===== config.mk =====
export PLATFORM = sky130hd
export DESIGN_NAME = hsv_to_rgb332_unit_flat
export DESIGN_NICKNAME = d
export VERILOG_FILES = /design/src/hdl/hsvrgb_pkg.sv /design/src/hdl/hsvrgb_if.sv /design/src/hdl/hsvrgb_front.sv /design/src/hdl/hsvrgb_mid.sv /design/src/hdl/hsvrgb_back.sv /design/src/hdl/hsv_to_rgb332_unit.sv /design/src/flat_wrapper.sv
export SDC_FILE = /design/constraint.sdc
export NUM_CORES = 1
export LEC_CHECK = 0
export BUFFER_PORTS_ARGS = -buffer_cell sky130_fd_sc_hd__buf_4
export CORE_MARGIN = 2
export CORE_UTILIZATION = 65
export DETAILED_ROUTE_END_ITERATION = 10
export PLACE_DENSITY = 0.9
export SYNTH_ARGS = -nofsm -noshare
export SYNTH_HDL_FRONTEND = slang
export SYNTH_SLANG_ARGS = --single-unit

===== constraint.sdc =====
create_clock -name clock -period 9.72 [get_ports clock]
set_clock_uncertainty 0.2 [all_clocks]
set_input_delay 1.944 -clock clock [delete_from_list [all_inputs] [get_ports clock]]
set_output_delay 1.944 -clock clock [all_outputs]
set_load 0.01 [all_outputs]

===== src/hdl/hsvrgb_pkg.sv =====
// Shared types, constants and arithmetic helpers for the HSV to RGB332 pipeline.
`timescale 1ns / 1ps

package hsvrgb_pkg;

   localparam logic [15:0] HueSector     = 16'd3840;   // 60 degrees, 6 fraction bits
   localparam logic [15:0] HueLimit      = 16'd23040;  // 360 degrees
   localparam logic [11:0] HueSectorRamp = 12'd3840;
   localparam logic [8:0]  FracOne       = 9'd256;

   typedef enum logic [2:0] {
      SECTOR_RED_YELLOW,
      SECTOR_YELLOW_GREEN,
      SECTOR_GREEN_CYAN,
      SECTOR_CYAN_BLUE,
      SECTOR_BLUE_MAGENTA,
      SECTOR_MAGENTA_RED,
      SECTOR_NONE
   } sector_type;

   typedef struct packed {
      logic [15:0] hue;
      logic [8:0]  saturation;
      logic [8:0]  brightness;
   } pixel_type;

   typedef struct packed {
      sector_type  sector;
      logic [15:0] hue;
      logic [8:0]  saturation;
      logic [8:0]  brightness;
   } decode_type;

   typedef struct packed {
      sector_type  sector;
      logic [11:0] ramp;
      logic [16:0] chroma_prod;
      logic [8:0]  brightness;
   } ramp_type;

   // Numerators over 65536*3840 for the three possible channel values.
   typedef struct packed {
      sector_type  sector;
      logic [27:0] chroma_num;
      logic [27:0] second_num;
      logic [27:0] offset_num;
   } term_type;

   typedef struct packed {
      logic [2:0] red_level;
      logic [2:0] green_level;
      logic [1:0] blue_level;
      logic [7:0] packed_color;
   } color_type;

   function automatic logic [8:0] clamp_unit(input logic [8:0] x);
      return (x > FracOne) ? FracOne : x;
   endfunction

   function automatic sector_type hue_sector(input logic [15:0] h);
      sector_type s;
      if (h >= HueLimit)                 s = SECTOR_NONE;
      else if (h >= HueSector * 16'd5)   s = SECTOR_MAGENTA_RED;
      else if (h >= HueSector * 16'd4)   s = SECTOR_BLUE_MAGENTA;
      else if (h >= HueSector * 16'd3)   s = SECTOR_CYAN_BLUE;
      else if (h >= HueSector * 16'd2)   s = SECTOR_GREEN_CYAN;
      else if (h >= HueSector)           s = SECTOR_YELLOW_GREEN;
      else                               s = SECTOR_RED_YELLOW;
      return s;
   endfunction

   function automatic logic [15:0] sector_base(input sector_type s);
      logic [15:0] b;
      unique case (s)
         SECTOR_RED_YELLOW:   b = 16'd0;
         SECTOR_YELLOW_GREEN: b = HueSector;
         SECTOR_GREEN_CYAN:   b = HueSector * 16'd2;
         SECTOR_CYAN_BLUE:    b = HueSector * 16'd3;
         SECTOR_BLUE_MAGENTA: b = HueSector * 16'd4;
         SECTOR_MAGENTA_RED:  b = HueSector * 16'd5;
         default:             b = 16'd0;
      endcase
      return b;
   endfunction

   // floor(y/15) for y up to 119, by reciprocal 137/2048
   function automatic logic [2:0] div15(input logic [6:0] y);
      logic [14:0] p;
      p = {8'd0, y} * 15'd137;
      return p[13:11];
   endfunction

   // floor(n*7 / (2^24*15))
   function automatic logic [2:0] scale_seven(input logic [27:0] n);
      logic [30:0] x;
      x = {3'd0, n} * 31'd7;
      return div15(x[30:24]);
   endfunction

   // floor(n*3 / (2^24*15))
   function automatic logic [1:0] scale_three(input logic [27:0] n);
      logic [29:0] x;
      logic [2:0]  q;
      x = {2'd0, n} * 30'd3;
      q = div15({1'b0, x[29:24]});
      return q[1:0];
   endfunction

endpackage


===== src/hdl/hsvrgb_if.sv =====
// Valid/ready channel interfaces for HSV pixels in and RGB332 colours out.
`timescale 1ns / 1ps

interface hsvrgb_req_if;
   logic        valid;
   logic        ready;
   logic [15:0] hue;
   logic [8:0]  saturation;
   logic [8:0]  brightness;

   modport source (output valid, output hue, output saturation, output brightness,
                   input ready);
   modport sink   (input valid, input hue, input saturation, input brightness,
                   output ready);
endinterface

interface hsvrgb_rsp_if;
   logic       valid;
   logic       ready;
   logic [2:0] red_level;
   logic [2:0] green_level;
   logic [1:0] blue_level;
   logic [7:0] packed_color;

   modport source (output valid, output red_level, output green_level, output blue_level,
                   output packed_color, input ready);
   modport sink   (input valid, input red_level, input green_level, input blue_level,
                   input packed_color, output ready);
endinterface


===== src/hdl/hsvrgb_front.sv =====
// Front stages: clamp and sector decode, then hue ramp and chroma product v*s.
`timescale 1ns / 1ps

module hsvrgb_front
   import hsvrgb_pkg::*;
(
   input  logic      clock,
   input  logic      reset,
   input  logic      in_valid,
   output logic      in_ready,
   input  pixel_type in_pixel,
   output logic      out_valid,
   input  logic      out_ready,
   output ramp_type  out_data
);

   logic       dec_valid_ff;
   decode_type dec_data_ff;
   decode_type dec_data_in;
   logic       dec_adv;

   logic       rmp_valid_ff;
   ramp_type   rmp_data_ff;
   ramp_type   rmp_data_in;
   logic       rmp_adv;

   logic [15:0] pos_wide;
   logic [11:0] pos;
   logic [17:0] prod_wide;

   assign rmp_adv  = !rmp_valid_ff || out_ready;
   assign dec_adv  = !dec_valid_ff || rmp_adv;
   assign in_ready = dec_adv;

   always_comb begin
      dec_data_in.sector     = hue_sector(in_pixel.hue);
      dec_data_in.hue        = in_pixel.hue;
      dec_data_in.saturation = clamp_unit(in_pixel.saturation);
      dec_data_in.brightness = clamp_unit(in_pixel.brightness);
   end

   always_comb begin
      pos_wide  = dec_data_ff.hue - sector_base(dec_data_ff.sector);
      pos       = pos_wide[11:0];
      prod_wide = {9'd0, dec_data_ff.brightness} * {9'd0, dec_data_ff.saturation};
      rmp_data_in.sector      = dec_data_ff.sector;
      // falling ramp in odd sectors
      rmp_data_in.ramp        = dec_data_ff.sector[0] ? (HueSectorRamp - pos) : pos;
      rmp_data_in.chroma_prod = prod_wide[16:0];
      rmp_data_in.brightness  = dec_data_ff.brightness;
   end

   always_ff @(posedge clock) begin
      if (reset) begin
         dec_valid_ff <= 1'b0;
         rmp_valid_ff <= 1'b0;
      end else begin
         if (dec_adv) dec_valid_ff <= in_valid;
         if (rmp_adv) rmp_valid_ff <= dec_valid_ff;
      end
   end

   always_ff @(posedge clock) begin
      if (dec_adv) dec_data_ff <= dec_data_in;
      if (rmp_adv) rmp_data_ff <= rmp_data_in;
   end

   assign out_valid = rmp_valid_ff;
   assign out_data  = rmp_data_ff;

endmodule


===== src/hdl/hsvrgb_mid.sv =====
// Middle stages: secondary product and offset terms, then the mixed ramp numerator.
`timescale 1ns / 1ps

module hsvrgb_mid
   import hsvrgb_pkg::*;
(
   input  logic     clock,
   input  logic     reset,
   input  logic     in_valid,
   output logic     in_ready,
   input  ramp_type in_data,
   output logic     out_valid,
   input  logic     out_ready,
   output term_type out_data
);

   logic     prd_valid_ff;
   term_type prd_data_ff;
   term_type prd_data_in;
   logic     prd_adv;

   logic     mix_valid_ff;
   term_type mix_data_ff;
   term_type mix_data_in;
   logic     mix_adv;

   logic [28:0] second_wide;
   logic [16:0] offset_frac;
   logic [28:0] offset_wide;
   logic [28:0] chroma_wide;
   logic [28:0] mixed_wide;

   assign mix_adv  = !mix_valid_ff || out_ready;
   assign prd_adv  = !prd_valid_ff || mix_adv;
   assign in_ready = prd_adv;

   always_comb begin
      second_wide = {12'd0, in_data.chroma_prod} * {17'd0, in_data.ramp};
      offset_frac = {in_data.brightness, 8'd0} - in_data.chroma_prod;
      // times 3840 as 4096 - 256
      offset_wide = {offset_frac, 12'd0} - {4'd0, offset_frac, 8'd0};
      chroma_wide = {in_data.brightness, 20'd0} - {4'd0, in_data.brightness, 16'd0};
      prd_data_in.sector     = in_data.sector;
      prd_data_in.chroma_num = chroma_wide[27:0];
      prd_data_in.second_num = second_wide[27:0];
      prd_data_in.offset_num = offset_wide[27:0];
   end

   always_comb begin
      mixed_wide = {1'b0, prd_data_ff.second_num} + {1'b0, prd_data_ff.offset_num};
      mix_data_in            = prd_data_ff;
      mix_data_in.second_num = mixed_wide[27:0];
   end

   always_ff @(posedge clock) begin
      if (reset) begin
         prd_valid_ff <= 1'b0;
         mix_valid_ff <= 1'b0;
      end else begin
         if (prd_adv) prd_valid_ff <= in_valid;
         if (mix_adv) mix_valid_ff <= prd_valid_ff;
      end
   end

   always_ff @(posedge clock) begin
      if (prd_adv) prd_data_ff <= prd_data_in;
      if (mix_adv) mix_data_ff <= mix_data_in;
   end

   assign out_valid = mix_valid_ff;
   assign out_data  = mix_data_ff;

endmodule


===== src/hdl/hsvrgb_back.sv =====
// Back stage: route terms to channels by sector, scale to levels, hold the result beat.
`timescale 1ns / 1ps

module hsvrgb_back
   import hsvrgb_pkg::*;
(
   input  logic      clock,
   input  logic      reset,
   input  logic      in_valid,
   output logic      in_ready,
   input  term_type  in_data,
   output logic      out_valid,
   input  logic      out_ready,
   output color_type out_color
);

   logic      col_valid_ff;
   color_type col_data_ff;
   color_type col_data_in;
   logic      col_adv;

   logic [27:0] red_num;
   logic [27:0] green_num;
   logic [27:0] blue_num;

   assign col_adv  = !col_valid_ff || out_ready;
   assign in_ready = col_adv;

   always_comb begin
      red_num   = in_data.offset_num;
      green_num = in_data.offset_num;
      blue_num  = in_data.offset_num;
      unique case (in_data.sector)
         SECTOR_RED_YELLOW: begin
            red_num   = in_data.chroma_num;
            green_num = in_data.second_num;
         end
         SECTOR_YELLOW_GREEN: begin
            red_num   = in_data.second_num;
            green_num = in_data.chroma_num;
         end
         SECTOR_GREEN_CYAN: begin
            green_num = in_data.chroma_num;
            blue_num  = in_data.second_num;
         end
         SECTOR_CYAN_BLUE: begin
            green_num = in_data.second_num;
            blue_num  = in_data.chroma_num;
         end
         SECTOR_BLUE_MAGENTA: begin
            red_num   = in_data.second_num;
            blue_num  = in_data.chroma_num;
         end
         SECTOR_MAGENTA_RED: begin
            red_num   = in_data.chroma_num;
            blue_num  = in_data.second_num;
         end
         default: begin
            // hue out of range: offset only
            red_num   = in_data.offset_num;
         end
      endcase
   end

   always_comb begin
      col_data_in.red_level    = scale_seven(red_num);
      col_data_in.green_level  = scale_seven(green_num);
      col_data_in.blue_level   = scale_three(blue_num);
      col_data_in.packed_color = {col_data_in.red_level, col_data_in.green_level,
                                  col_data_in.blue_level};
   end

   always_ff @(posedge clock) begin
      if (reset) begin
         col_valid_ff <= 1'b0;
      end else if (col_adv) begin
         col_valid_ff <= in_valid;
      end
   end

   always_ff @(posedge clock) begin
      if (col_adv) col_data_ff <= col_data_in;
   end

   assign out_valid = col_valid_ff;
   assign out_color = col_data_ff;

endmodule


===== src/hdl/hsv_to_rgb332_unit.sv =====
// Top level: HSV pixel to 3-3-2 RGB colour converter, five-stage pipeline.
//
//   channel    dir   beat contents
//   req_chan   in    hue[15:0], saturation[8:0], brightness[8:0]
//   rsp_chan   out   red_level[2:0], green_level[2:0], blue_level[1:0], packed_color[7:0]
//
// One pixel per clock while rsp_chan takes every beat; a result shows on rsp_chan once
// its pixel has passed the dec, rmp, prd, mix and col registers.
// The two multiplier stages (v*s, then v*s*ramp) and the constant scaling at the
// end each have their own register.
// Synchronous reset empties every stage; req_chan.ready is low during reset.
// A stalled result holds in the output register; bubbles further up still fill.
`timescale 1ns / 1ps

module hsv_to_rgb332_unit
   import hsvrgb_pkg::*;
(
   input  logic                clock,
   input  logic                reset,
   hsvrgb_req_if.sink          req_chan,
   hsvrgb_rsp_if.source        rsp_chan
);

   pixel_type pixel;
   logic      front_ready;
   logic      front_valid;
   ramp_type  front_data;
   logic      mid_ready;
   logic      mid_valid;
   term_type  mid_data;
   logic      back_ready;
   color_type color;

   assign pixel.hue        = req_chan.hue;
   assign pixel.saturation = req_chan.saturation;
   assign pixel.brightness = req_chan.brightness;
   assign req_chan.ready   = !reset && front_ready;

   hsvrgb_front u_front (
      .clock     (clock),
      .reset     (reset),
      .in_valid  (req_chan.valid),
      .in_ready  (front_ready),
      .in_pixel  (pixel),
      .out_valid (front_valid),
      .out_ready (mid_ready),
      .out_data  (front_data)
   );

   hsvrgb_mid u_mid (
      .clock     (clock),
      .reset     (reset),
      .in_valid  (front_valid),
      .in_ready  (mid_ready),
      .in_data   (front_data),
      .out_valid (mid_valid),
      .out_ready (back_ready),
      .out_data  (mid_data)
   );

   hsvrgb_back u_back (
      .clock     (clock),
      .reset     (reset),
      .in_valid  (mid_valid),
      .in_ready  (back_ready),
      .in_data   (mid_data),
      .out_valid (rsp_chan.valid),
      .out_ready (rsp_chan.ready),
      .out_color (color)
   );

   assign rsp_chan.red_level    = color.red_level;
   assign rsp_chan.green_level  = color.green_level;
   assign rsp_chan.blue_level   = color.blue_level;
   assign rsp_chan.packed_color = color.packed_color;

endmodule


===== src/flat_wrapper.sv =====
// flat-port wrapper written by rule: the top's interface ports become plain ports
module hsv_to_rgb332_unit_flat import hsvrgb_pkg::*;
  (clock, reset, req_chan_valid, req_chan_hue, req_chan_saturation, req_chan_brightness, req_chan_ready, rsp_chan_valid, rsp_chan_red_level, rsp_chan_green_level, rsp_chan_blue_level, rsp_chan_packed_color, rsp_chan_ready);
  hsvrgb_req_if req_chan_i ();
  hsvrgb_rsp_if rsp_chan_i ();
  input  logic clock;
  input  logic reset;
  input wire logic [$bits(req_chan_i.valid)-1:0] req_chan_valid;
  input wire logic [$bits(req_chan_i.hue)-1:0] req_chan_hue;
  input wire logic [$bits(req_chan_i.saturation)-1:0] req_chan_saturation;
  input wire logic [$bits(req_chan_i.brightness)-1:0] req_chan_brightness;
  output wire logic [$bits(req_chan_i.ready)-1:0] req_chan_ready;
  output wire logic [$bits(rsp_chan_i.valid)-1:0] rsp_chan_valid;
  output wire logic [$bits(rsp_chan_i.red_level)-1:0] rsp_chan_red_level;
  output wire logic [$bits(rsp_chan_i.green_level)-1:0] rsp_chan_green_level;
  output wire logic [$bits(rsp_chan_i.blue_level)-1:0] rsp_chan_blue_level;
  output wire logic [$bits(rsp_chan_i.packed_color)-1:0] rsp_chan_packed_color;
  input wire logic [$bits(rsp_chan_i.ready)-1:0] rsp_chan_ready;
  assign req_chan_i.valid = req_chan_valid;
  assign req_chan_i.hue = req_chan_hue;
  assign req_chan_i.saturation = req_chan_saturation;
  assign req_chan_i.brightness = req_chan_brightness;
  assign req_chan_ready = req_chan_i.ready;
  assign rsp_chan_valid = rsp_chan_i.valid;
  assign rsp_chan_red_level = rsp_chan_i.red_level;
  assign rsp_chan_green_level = rsp_chan_i.green_level;
  assign rsp_chan_blue_level = rsp_chan_i.blue_level;
  assign rsp_chan_packed_color = rsp_chan_i.packed_color;
  assign rsp_chan_i.ready = rsp_chan_ready;
  hsv_to_rgb332_unit u_core (.clock(clock), .reset(reset), .req_chan(req_chan_i), .rsp_chan(rsp_chan_i));
endmodule

* Word-level counts from Yosys, hierarchy flattened
Index checks and enable logic that the tools add are counted.
** Word-level totals
- Flip-flop bits (word level) :: 269
** Operators by class
- $add $sub $neg :: 6
- Multipliers :: 8
- Magnitude comparators :: 8
- Equality and inequality tests :: 10
- Muxes and demuxes :: 10
- Reduce and logical (&&, ||, !) cells :: 20
** Operator list (count)
- 28-bit one-hot mux with 2 select lines :: 3
- 28-bit by 3-bit multiplier with 31-bit output, second input constant :: 2
- 12-bit one-hot mux with 5 select lines :: 1
- 28-bit by 25-bit subtractor with 28-bit output :: 2
- 16-bit by 14-bit greater-or-equal comparator with 1-bit output, second input constant :: 2
- 16-bit by 15-bit greater-or-equal comparator with 1-bit output, second input constant :: 2
- 28-bit by 2-bit multiplier with 30-bit output, second input constant :: 1
- 28-bit adder :: 1
- 17-bit by 12-bit multiplier with 28-bit output :: 1
- 7-bit by 8-bit multiplier with 14-bit output, second input constant :: 2
- 9-bit > comparator, second input constant :: 2
- 9-bit by 9-bit multiplier with 17-bit output :: 1
- 17-bit subtractor :: 1
- 16-bit by 12-bit greater-or-equal comparator with 1-bit output, second input constant :: 1
- 16-bit by 13-bit greater-or-equal comparator with 1-bit output, second input constant :: 1
- 6-bit by 8-bit multiplier with 13-bit output, second input constant :: 1
- 3-bit by 2-bit == test with 1-bit output, second input constant :: 4
- 3-bit == test, second input constant :: 4
- 12-bit 2-to-1 mux :: 1
- 2-bit OR reduction :: 6
- 12-bit subtractor :: 1
- 12-bit subtractor, first input constant :: 1
- 2-bit 2-to-1 mux :: 4
- 3-bit by 1-bit == test with 1-bit output, second input constant :: 2
- 6 further kinds :: 15

* Logic depth before layout (Yosys ltp)
Gate-level depths: netlist of run 1.
- Word-level depth :: 7
- Depth in mapped cells :: 30
- Depth with buffers taken out :: 28

* Cells and area by module
A second synthesis of run 1 with hierarchy kept.
** Second synthesis, totals
- Cell total of the unflattened synthesis :: 2725
- Area, all modules :: 25943.6 um^2
** By module, submodules not included
- hsvrgb_mid :: instances 1, cells each 1299, area an instance 13086.3 um^2, sequential area each 3823.7 um^2
- hsvrgb_back :: instances 1, cells each 918, area an instance 7278.2 um^2, sequential area each 260.2 um^2
- hsvrgb_front :: instances 1, cells each 507, area an instance 5565.3 um^2, sequential area each 2262.2 um^2
- hsv_to_rgb332_unit :: instances 1, cells each 1, area an instance 13.8 um^2, sequential area each 0.0 um^2

* Worst setup path before layout of run 1
No wires, ideal clock.
- Path type :: register to register
- Start :: reg u_core.u_mid.mix_data_ff (netlist bit u_core.u_mid.out_data[85])
- End :: reg u_core.u_back.col_data_ff (netlist bit u_core.u_back.out_color[15]) (data pin)
- Data arrival time :: 6.249 ns
- Required time :: 9.254 ns
- Setup slack :: 3.005 ns
- Stages on the path, launching flop included :: 26
- Path through :: edfxtp_1 > clkbuf_1 > clkbuf_1 > clkbuf_1 > buf_1 > a22o_1 > fa_1 > ha_1 > a21o_1 > a21o_1 > a211o_1 > o211ai_1 > a41oi_1 > a41o_1 > a21oi_1 > a21oi_1 > ha_1 > ha_1 > fa_1 > ha_1 > nand4_1 > nor3_1 > mux2i_1 > a21oi_1 > a221o_1 > xor2_1
** RTL lines
- start: declaration :: line hsvrgb_mid.sv:23 : term_type mix_data_ff;
- start signal: assignment :: line hsvrgb_mid.sv:67 : if (mix_adv) mix_data_ff <= mix_data_in;
- end signal: assignment :: line hsvrgb_back.sv:82 : if (col_adv) col_data_ff <= col_data_in;
- end: declaration :: line hsvrgb_back.sv:18 : color_type col_data_ff;

==> run metrics, run 1 <==
critical path arrival a little under 8000 ps; wire length of the first global-routing pass roughly 93 mm; timing-limited maximum frequency 0.127 GHz; CTS Root Buffer Type clkbuf_16; Post-Place Cells a little under 3000; status completed; max-capacitance violation count 0; number of enable-type register cells in the synthesized netlist 208; yosys synthesis warning count 0; Worst-path clk slew around 60 ps; most frequent cell after synthesis inv_1; reg2reg start u_core.u_mid.out_data[86]; most frequent cell on the critical path ha_1; cell at the slowest stage of the critical path edfxtp_1; worst hold path depth 0; endpoint required time on the critical path 9780 ps; number of standard-cell rows in the floorplan 70; total global routing overflow 0; Clock Latency Late Sink 560 ps; kind of critical path flop to flop; final hold violation count 0; area share of the leading cell type in the synthesized netlist 25.6%; top fanout value on the critical path 22; area of combinational cells with multiple inputs approximately 16000 sq um; most frequently used flop master after synthesis edfxtp_1; number of global-route vias before repair a little under 20000; antenna violations before repair 0; top cells by instance count after synthesis inv_1 (328), ha_1 (316), nand2_1 (286), fa_1 (227), edfxtp_1 (208); starting density of the core 66.3%; clock sink total 213; number of storage elements in the synthesis netlist 213; largest buffer count on any clock path 3; DRC viols 0; total negative setup slack 0 ps; n_diodes 0; drt first-iter violations roughly 1600; worst min-delay path category flop to flop; final period demand of the worst path 7880 ps; number of buffers added by the clock tree synthesis step 25; Core Area 36800 sq um; CP Buf/Inv Count 3; Pre-Repair DR Iteration Count 8; fin nets 3071; Worst R2R End u_core.u_back.out_color[15]; Critical Path Max Stage Delay between 800 and 900 ps; final core occ 70.2%; number of vias in the routed layout around 18000; TritonCTS clock tree done; final cycle utilization of the critical path 81.1%; PostCTS Resize Cnt 0; register-to-register setup slack 1840 ps; Synth-to-Final Area Change 5.99%; most area-hungry cell type in the Yosys netlist edfxtp_1; Post-Synthesis Cells 2492; total setup violations reported at the end of the flow 0; hold path endpoint u_core.u_mid.out_data[74]; unrepaired setup endpoints after global routing no; detailed-route vias per instance 6.17; total of buffers placed on input and output ports 55; startpoint of the lowest-slack hold path u_core.u_mid.mix_data_in[74]; y dimension of the die 198 um; mean cell area of the mapped netlist 9.78 sq um; logic depth of the worst register-to-register path 26; drt wl/cell around 19 um; count of antenna-violating nets left after detailed routing 0; number of top-level pins 56; pin count of the biggest net entering global routing 68; Critical Path Start Type flop; post-synth cell types 73; filler cell count in the final layout 2483; Seq/Total Area, Yosys 26.0%; slew of the pin with the lowest slew margin 998 ps; area taken by flip-flops and latches 6350 sq um; routed wire length 55.4 mm; number of buffers inserted for hold repair after clock tree synthesis 0; cell area after technology mapping 24400 sq um; Max Transition Viols Final 0; overall routing resource usage between 20% and 30%; net count after synthesis just over 3000; ys async rst share 0%; tightest slew margin relative to the limit 33.4%; setup repair bufs after CTS 0; top post-synthesis cells by area edfxtp_1 (26%), fa_1 (19%), ha_1 (16%), inv_1 (5.1%), nand2_1 (4.4%); cell class contributing the biggest share of worst-path delay compound AO/OA/AOI/OAI gates; Post-Layout Cell Count 2975; Die Footprint 39100 sq um; HPWL after detailed placement 41.9 mm; fraction of final layout cells sized beyond drive strength 1 5.11%; H-tree lvl count 1; weighted congestion at the end of routability-driven global placement 0.933; CP Capture Type flop; Chip Width 198 um
[sequential cells by signal, summed over array words and instances (netlist names)]
| name | count |
|---|---|
| u_core.u_front.out_data | 41 |
| u_core.u_front.dec_valid_ff | 1 |
| u_core.u_mid.out_data | 63 |
| u_core.u_mid.mix_data_in | 35 |
| u_core.u_back.out_color | 8 |
| u_core.u_mid.prd_data_ff | 28 |
| u_core.u_front.out_valid | 1 |
| u_core.u_mid.out_valid | 1 |
| u_core.u_front.dec_data_ff | 33 |
| u_core.u_mid.prd_valid_ff | 1 |
| u_core.u_back.out_valid | 1 |
[worst register-to-register path: cells and delay by family, from the launching register on]
family	cells	cell delay, ps
xor+xnor	2	240
fa+ha+maj	6	2150
mux	1	100
simple gates	5	1250
compound gates	9	2490
buf+inv	3	350
flops	1	850
[stage by stage]
step                hold slack [ps]  cell area, sq um  worst slack [ps]
floorplan                       200             24400              3010
global placement                203             25100              2260
detailed placement              205             25100              1990
CTS                             220             25800              1930
global route                    227             25800              1280
finish                          218             25800              1840
[worst max path at each step]
stage | depth (start not counted) | to | slack (ps) | from
2_1_floorplan | 25 | u_core.u_back.out_color[15] | 3010 | u_core.u_mid.out_data[85]
3_3_place_gp | 27 | u_core.u_back.out_color[11] | 2260 | u_core.u_mid.out_data[85]
3_5_place_dp | 27 | u_core.u_back.out_color[11] | 1990 | u_core.u_mid.out_data[85]
4_1_cts | 27 | u_core.u_back.out_color[11] | 1930 | u_core.u_mid.out_data[85]
5_1_grt | 24 | u_core.u_back.out_color[11] | 1280 | u_core.u_mid.out_data[85]
6_report | 26 | u_core.u_back.out_color[15] | 1840 | u_core.u_mid.out_data[86]
[cell families (layout without fill, tap and decap cells)]
kind of cell / Yosys count / in the layout / share of synthesized area, %
AO/OA/AOI/OAI: 439 / 439 / 12.3
XOR/XNOR: 154 / 154 / 5.53
adder cells (fa/ha/maj): 544 / 544 / 34.9
buffers and inverters: 424 / 439 / 6.72
flip-flops: 213 / 213 / 26.0
multiplexers: 15 / 15 / 0.636
AND/OR/NAND/NOR: 703 / 703 / 13.8
[routing by layer]
| layer | track usage, % | up-vias | share of wire (%) |
|---|---|---|---|
| met1 | 35.0 | 8824 | 39 |
| met3 | 5.04 | 238 | 7.2 |
| met4 | 13.8 | 0 | 4.8 |
| met2 | 52.3 | 848 | 49 |
| met5 | 0 | - | 0 |
| li1 | - | 8435 | - |
[cell usage in the layout, fill, tap and decap left out, types with 42 or more instances in the layout]
cell type,instances
a21oi_1,89
buf_4,67
inv_1,327
nor2_1,112
fa_1,227
xnor2_1,91
xor2_1,63
o21ai_0,42
edfxtp_1,208
nand2_1,285
ha_1,316
and2_1,138
a21o_1,68
[final cells by class]
cell class,count,share of cell area (%)
clock buffers,29,2.48
multi-input cells,1855,63.5
flip-flops and latches,213,24.6
clock inverters,15,0.523
repair buffers,67,1.95
well taps,468,2.27
inverters,328,4.77
Power of run 1 is not shown: default switching activity piles up to over one toggle a cycle in this logic, so the estimate is an artifact.
==> inputs of run 2 (changes only) <==
- clock period: 9.72 -> 7.5 ns (I/O delays scaled with it)
==> run 2 against run 1 <==
Global-route usage down 0.55 points. Setup slack worse by 1300 ps. Wire length down 0.81%. Critical endpoint unchanged. Largest cell class unchanged. Cell count rose by 0.27%.
==> run metrics, run 2 (synthesis results as in run 1) <==
Die Footprint 39100 sq um; total of buffers placed on input and output ports 55; critical path launch point u_core.u_mid.out_data[85]; pin count of the biggest net entering global routing 70; antenna violations before repair 0; filler cell count in the final layout 2491; Pre-Repair DR Iteration Count 6; overall routing resource usage 28.9%; critical path arrival between 7000 and 8000 ps; leading cell type in the layout, fill and taps excluded inv_1; status completed; area of combinational cells with multiple inputs 16400 sq um; starting density of the core 66.3%; Chip Width 198 um; drt first-iter violations 1519; CTS Root Buffer Type clkbuf_16; most frequent cell on the critical path ha_1; wire length of the first global-routing pass 91.1 mm; worst min-delay path category flop to flop; number of vias in the routed layout 18400; Critical Path Start Type flop; Post-Layout Cell Count 2983; clock sink total ~210; area taken by flip-flops and latches 6350 sq um; Worst-path clk slew approximately 60 ps; startpoint of the lowest-slack hold path u_core.u_mid.prd_data_ff[34]; detailed-route vias per instance 6.16; final hold violation count 0; total global routing overflow 0; drt wl/cell 18.4 um; fraction of final layout cells sized beyond drive strength 1 5.65%; largest buffer count on any clock path 3; slew of the pin with the lowest slew margin 1010 ps; DRC viols 0; Core Area 36800 sq um; Design Area, Final 25900 sq um; tightest slew margin relative to the limit 32.5%; fin nets about 3100; number of buffers added by the clock tree synthesis step 24; number of top-level pins 56; routed wire length between 50 and 60 mm; final period demand of the worst path 6980 ps; max-capacitance violation count 0; top fanout value on the critical path 21; total setup violations reported at the end of the flow 0; final cycle utilization of the critical path 93.1%; HPWL after detailed placement 42.0 mm; timing-limited maximum frequency 0.143 GHz; Post-Place Cells just under 3000; CP Capture Type flop; TritonCTS clock tree done; count of antenna-violating nets left after detailed routing 0; unrepaired setup endpoints after global routing no; H-tree lvl count 1; kind of critical path flop to flop; cell at the slowest stage of the critical path a31oi_1; reg2reg start u_core.u_mid.out_data[85]; Critical Path Max Stage Delay 500 ps; Synth-to-Final Area Change 6.29%; commonest non-fill, non-tap cells in the layout inv_1 (327), ha_1 (316), nand2_1 (285); cell area after placement 25100 sq um; endpoint required time on the critical path 7570 ps; n_diodes 0; flip-flop count of the largest register, all copies and words added 63; number of standard-cell rows in the floorplan 70; total negative setup slack 0 ps; Clock Latency Late Sink 540 ps; number of global-route vias before repair 19100; weighted congestion at the end of routability-driven global placement 0.963; Max Transition Viols Final 0; y dimension of the die approximately 200 um
==> run 2: changes by cell type in the layout (fill, tap and decap cells not counted), sizes merged <==
cell	before	now
buf	67	77
clkbuf	29	33
clkinv	7	6
inv	331	329
clkinvlp	4	1
==> run 2: metrics by stage <==
| step | hold WS (ps) | setup slack, ps | util [%] |
|---|---|---|---|
| after global routing | 221 | 17.9 | 70.4 |
| final | 213 | 519 | 70.4 |
| after global placement | 202 | 636 | 68.3 |
| after detailed placement | 205 | 394 | 68.3 |
| after CTS | 214 | 339 | 70.3 |
| after floorplan | 200 | 785 | - |
==> run 2: cell type report <==
cell class	instances	share of cell area [%]
Clock buffer	33	2.53
Clock inverter	9	0.324
Inverter	328	4.75
Multi-Input combinational cell	1855	63.4
Sequential cell	213	24.5
Tap cell	468	2.26
Timing Repair Buffer	77	2.23
==> run 2: worst max-delay path: cells and delay by family, from the launching register on <==
kind	cells	cell delay (ps)
flip-flops	1	410
AO/OA/AOI/OAI	11	2520
AND/OR/NAND/NOR	4	470
adder cells (fa/ha/maj)	6	1800
multiplexers	1	140
buffers and inverters	3	960
XOR/XNOR	2	200
==> run 2: per-layer routing <==
layer  GRT usage (%)  wire length, um  part of all wire (%)
met5               0                0                     0
met4            11.8             2340                   4.3
met2            53.3            28300                    52
met1            34.4            20900                    38
met3            3.35             3410                   6.2
==> run 2: what timing repair did <==
action / in CTS / in global routing
gates resized for setup: 0 / 7
endpoints found under the hold margin: 0 / 0
endpoints found under the setup margin: 0 / 5
hold buffers: 0 / 0
buffers inserted: 0 / 0
==> run 2: final timing paths <==
kind	end	cells after the start	slack [ps]
setup / recovery	u_core.u_back.out_color[15]	27	520
setup reg to reg	u_core.u_back.out_color[15]	27	520
hold reg to reg	u_core.u_mid.out_data[34]	0	210
hold / removal	u_core.u_mid.out_data[34]	0	210
Power of run 2 is left out for the same reason.
